===== config.mk =====
export PLATFORM = sky130hd
export DESIGN_NAME = trl_ram
export DESIGN_NICKNAME = d
export VERILOG_FILES = /design/src/sv/trl_ram.sv
export SDC_FILE = /design/constraint.sdc
export NUM_CORES = 2
export LEC_CHECK = 0
export ABC_AREA = 0
export BUFFER_PORTS_ARGS = -buffer_cell sky130_fd_sc_hd__buf_4
export CAP_MARGIN = 10
export CORE_MARGIN = 10
export CORE_UTILIZATION = 25
export DETAILED_ROUTE_END_ITERATION = 10
export GPL_ROUTABILITY_DRIVEN = 0
export SYNTH_ARGS = -nofsm -noshare
export SYNTH_HDL_FRONTEND = slang
export SYNTH_SLANG_ARGS = --single-unit
export TNS_END_PERCENT = 20

===== constraint.sdc =====
create_clock -name clk -period 2.35 [get_ports clk]
set_clock_uncertainty 0.15 [all_clocks]
set_input_delay 0.235 -clock clk [delete_from_list [all_inputs] [get_ports clk]]
set_output_delay 0.235 -clock clk [all_outputs]
set_load 0.01 [all_outputs]

===== src/sv/trl_ram.sv =====
module trl_ram #(
    parameter int WIDTH = 8,
    parameter int DEPTH = 256
) (
    input  logic                     clk,
    input  logic                     we,
    input  logic [$clog2(DEPTH)-1:0] waddr,
    input  logic [WIDTH-1:0]         wdata,
    input  logic [$clog2(DEPTH)-1:0] raddr,
    output logic [WIDTH-1:0]         rdata
);

    logic [WIDTH-1:0] mem_reg [DEPTH];
    logic [WIDTH-1:0] rd_reg;

    always_ff @(posedge clk)
    begin
        if (we)
        begin
            mem_reg[waddr] <= wdata;
        end
        rd_reg <= mem_reg[raddr];
    end

    assign rdata = rd_reg;

endmodule


==> flow_metrics.env <==
export IMPL_synth_area_um2=79600
export IMPL_antenna_found_initial=18
export IMPL_grt_pass1_wl_um=300000
export IMPL_wl_um=209000
export IMPL_clk_transition_reported_paths_ns=0.06
export IMPL_dp_cells=8470
export IMPL_io_pins=34
export IMPL_numCtsBuffers=200
export IMPL_tightestPinTransition_ns=0.888
export IMPL_synthCells=3733
export IMPL_netlist_top_cells_area="edfxtp_1 77%, mux4_2 13%, mux2i_1 1.7%, nor2_1 1.3%, a22oi_1 1.3%"
export IMPL_status="complete, but fails checks"
export IMPL_yosys_area_top_type="edfxtp_1"
export IMPL_worst_ir_drop_vdd_uv=905
export IMPL_path_max_fanout=1
export IMPL_grt_max_degree=94
export IMPL_synth_distinct_cells=55
export IMPL_mostFrequentLayoutCells="2048 x edfxtp_1, 695 x buf_4, 454 x mux4_2"
export IMPL_initial_core_util=0.251
export IMPL_clk_latency_ns=0.87
export IMPL_max_freq_mhz=397
export IMPL_violations="setup timing"
export IMPL_ys_flop_type="edfxtp_1"
export IMPL_ctsHtreeMaxLevel=4
export IMPL_area_delta_synth_final_pct=22.7
export IMPL_startpoint_type="flip-flop"
export IMPL_detail_route_antenna_nets=0
export IMPL_dp_hpwl_um=139000
export IMPL_numPortBuffers=33
export IMPL_die_h_um=584
export IMPL_critPathRequiredTime_ns=2.92
export IMPL_hold_ws_ns=0.127
export IMPL_synth_fp_nets=3759
export IMPL_drc=0
export IMPL_crit_arrival_ns=3.09
export IMPL_dr_pass1_iters=5
export IMPL_worst_setup_path_end_kind="flip-flop"
export IMPL_setup_viol=4
export IMPL_yosys_warnings=0
export IMPL_final_max_slew_viol_count=0
export IMPL_fin_cells=8874
export IMPL_die_w_um=584
export IMPL_cts_tree="yes"
export IMPL_powerDensity_nw_per_um2=795
export IMPL_yosysSeqAreaShare=0.775
export IMPL_slew_headroom=0.406
export IMPL_synth_edf_count=2048
export IMPL_ys_ff_latch=2056
export IMPL_multiInputGateArea_um2=16700
export IMPL_fill_cells=30469
export IMPL_syn_area_per_cell_um2=21.3
export IMPL_grt_pass1_vias=41906
export IMPL_utilization=0.307
export IMPL_async_flop_share=0
export IMPL_fin_area_um2=97600
export IMPL_die_area_um2=341000
export IMPL_layout_setup_ws_ns=-0.167
export IMPL_dpl_cell_area_um2=90400
export IMPL_drt_iter0_markers=4468
export IMPL_hold_violations=0
export IMPL_post_route_min_period_ns=2.52
export IMPL_num_vias=40867
export IMPL_core_area_um2=318000
export IMPL_cap_violations=0
export IMPL_netlist_area_leader_share=0.773
export IMPL_clock_sinks=2056
export IMPL_clockBufferDepth=3
export IMPL_grt_ovfl_total=0
export IMPL_grtUsageTotal=0.119
export IMPL_clockRootBuffer="clkbuf_16"
export IMPL_largest_reg_flops=2048
export IMPL_final_common_cell="edfxtp_1"
export IMPL_rsz0062_at_grt="true"
export IMPL_path_class="reg -> reg"
export IMPL_final_nets=4536
export IMPL_ff_latch_area_um2=61700
export IMPL_hold_path_class="in -> reg"
export IMPL_wire_per_inst_um=23.5
export IMPL_num_rows=207
export IMPL_dp_slack_ns=-1.20
export IMPL_fin_crit_sh=1.07
export IMPL_vias_per_cell=4.61
export IMPL_final_layout_size_suffix_gt1_frac=0.337
export IMPL_p_leak_nw=31.0
-- cells by family after synthesis --
kind of cell / synth area share
AO/OA/AOI/OAI: 0.0342
buffers and inverters: 0.0183
flip-flops: 0.775
multiplexers: 0.146
AND/OR/NAND/NOR: 0.0263
-- final cells by class --
cell class | instances | area share
Sequential cell | 2056 | 0.632
Multi-Input combinational cell | 1442 | 0.171
Timing Repair Buffer | 808 | 0.0741
Tap cell | 4180 | 0.0536
Clock buffer | 230 | 0.0527
Clock inverter | 142 | 0.0166
Antenna cell | 14 | 0.000359
Inverter | 2 | 0.0000769
-- through the flow --
stage / power [mW] / TNS (ns)
after CTS: 78.2 / -0.551
after detailed placement: 45.7 / -7.67
after global placement: 45.6 / -7.77
final: 77.6 / -0.366
after global routing: 79.9 / -0.730
after floorplan: 43.2 / 0
-- cells in the mapped netlist, types with 27 or more instances --
cell type / number
a21oi_1: 96
a22oi_1: 133
buf_2: 31
buf_4: 27
clkbuf_1: 111
edfxtp_1: 2048
mux2i_1: 134
mux4_2: 454
nand2_1: 33
nand3_1: 34
nor2_1: 282
nor2b_1: 31
o221ai_1: 46
o22ai_1: 28
-- routing by layer --
layer | GRT usage | up-vias | share of wire
li1 | - | 17314 | -
met1 | 0.155 | 21520 | 0.41
met2 | 0.191 | 1688 | 0.48
met3 | 0.0273 | 343 | 0.078
met4 | 0.0476 | 2 | 0.039
met5 | 0 | - | 0.000058
-- where the power goes --
| part | internal [mW] | leakage [nW] | switching [mW] |
|---|---|---|---|
| Combinational | 1.84 | 9.28 | 2.60 |
| Clock | 18.7 | 3.26 | 14.0 |
| Sequential | 40.4 | 18.5 | 0.0947 |
-- critical path, cell delays in order (launching register included) --
cell and delay [ns]:
edfxtp_1 0.37, mux4_2 0.47, a22o_1 0.28, a221oi_2 0.21, buf_4 0.18, o32ai_1 0.17
nor3_1 0.30, buf_4 0.20, nor4_2 0.05
-- what timing repair did --
item / CTS / global route
buffers inserted: 0 / 0
resized for setup: 25 / 10
setup endpoints to repair: 7 / 8
hold endpoints to repair: 1946 / 0
hold buffers: 18 / 0
pin swaps: 8 / 8
-- path summary, 6_finish.rpt --
check / from / end / slack, ns / cells past startpoint
min reg2reg: mem_reg[60][1] / rdata[1] / 1.01 / 7
max reg2reg: mem_reg[80][5] / rdata[5] / -0.17 / 8
max: mem_reg[80][5] / rdata[5] / -0.17 / 8
min: wdata[1] / mem_reg[1][1] / 0.13 / 2
(Power assumes the default switching activity.)
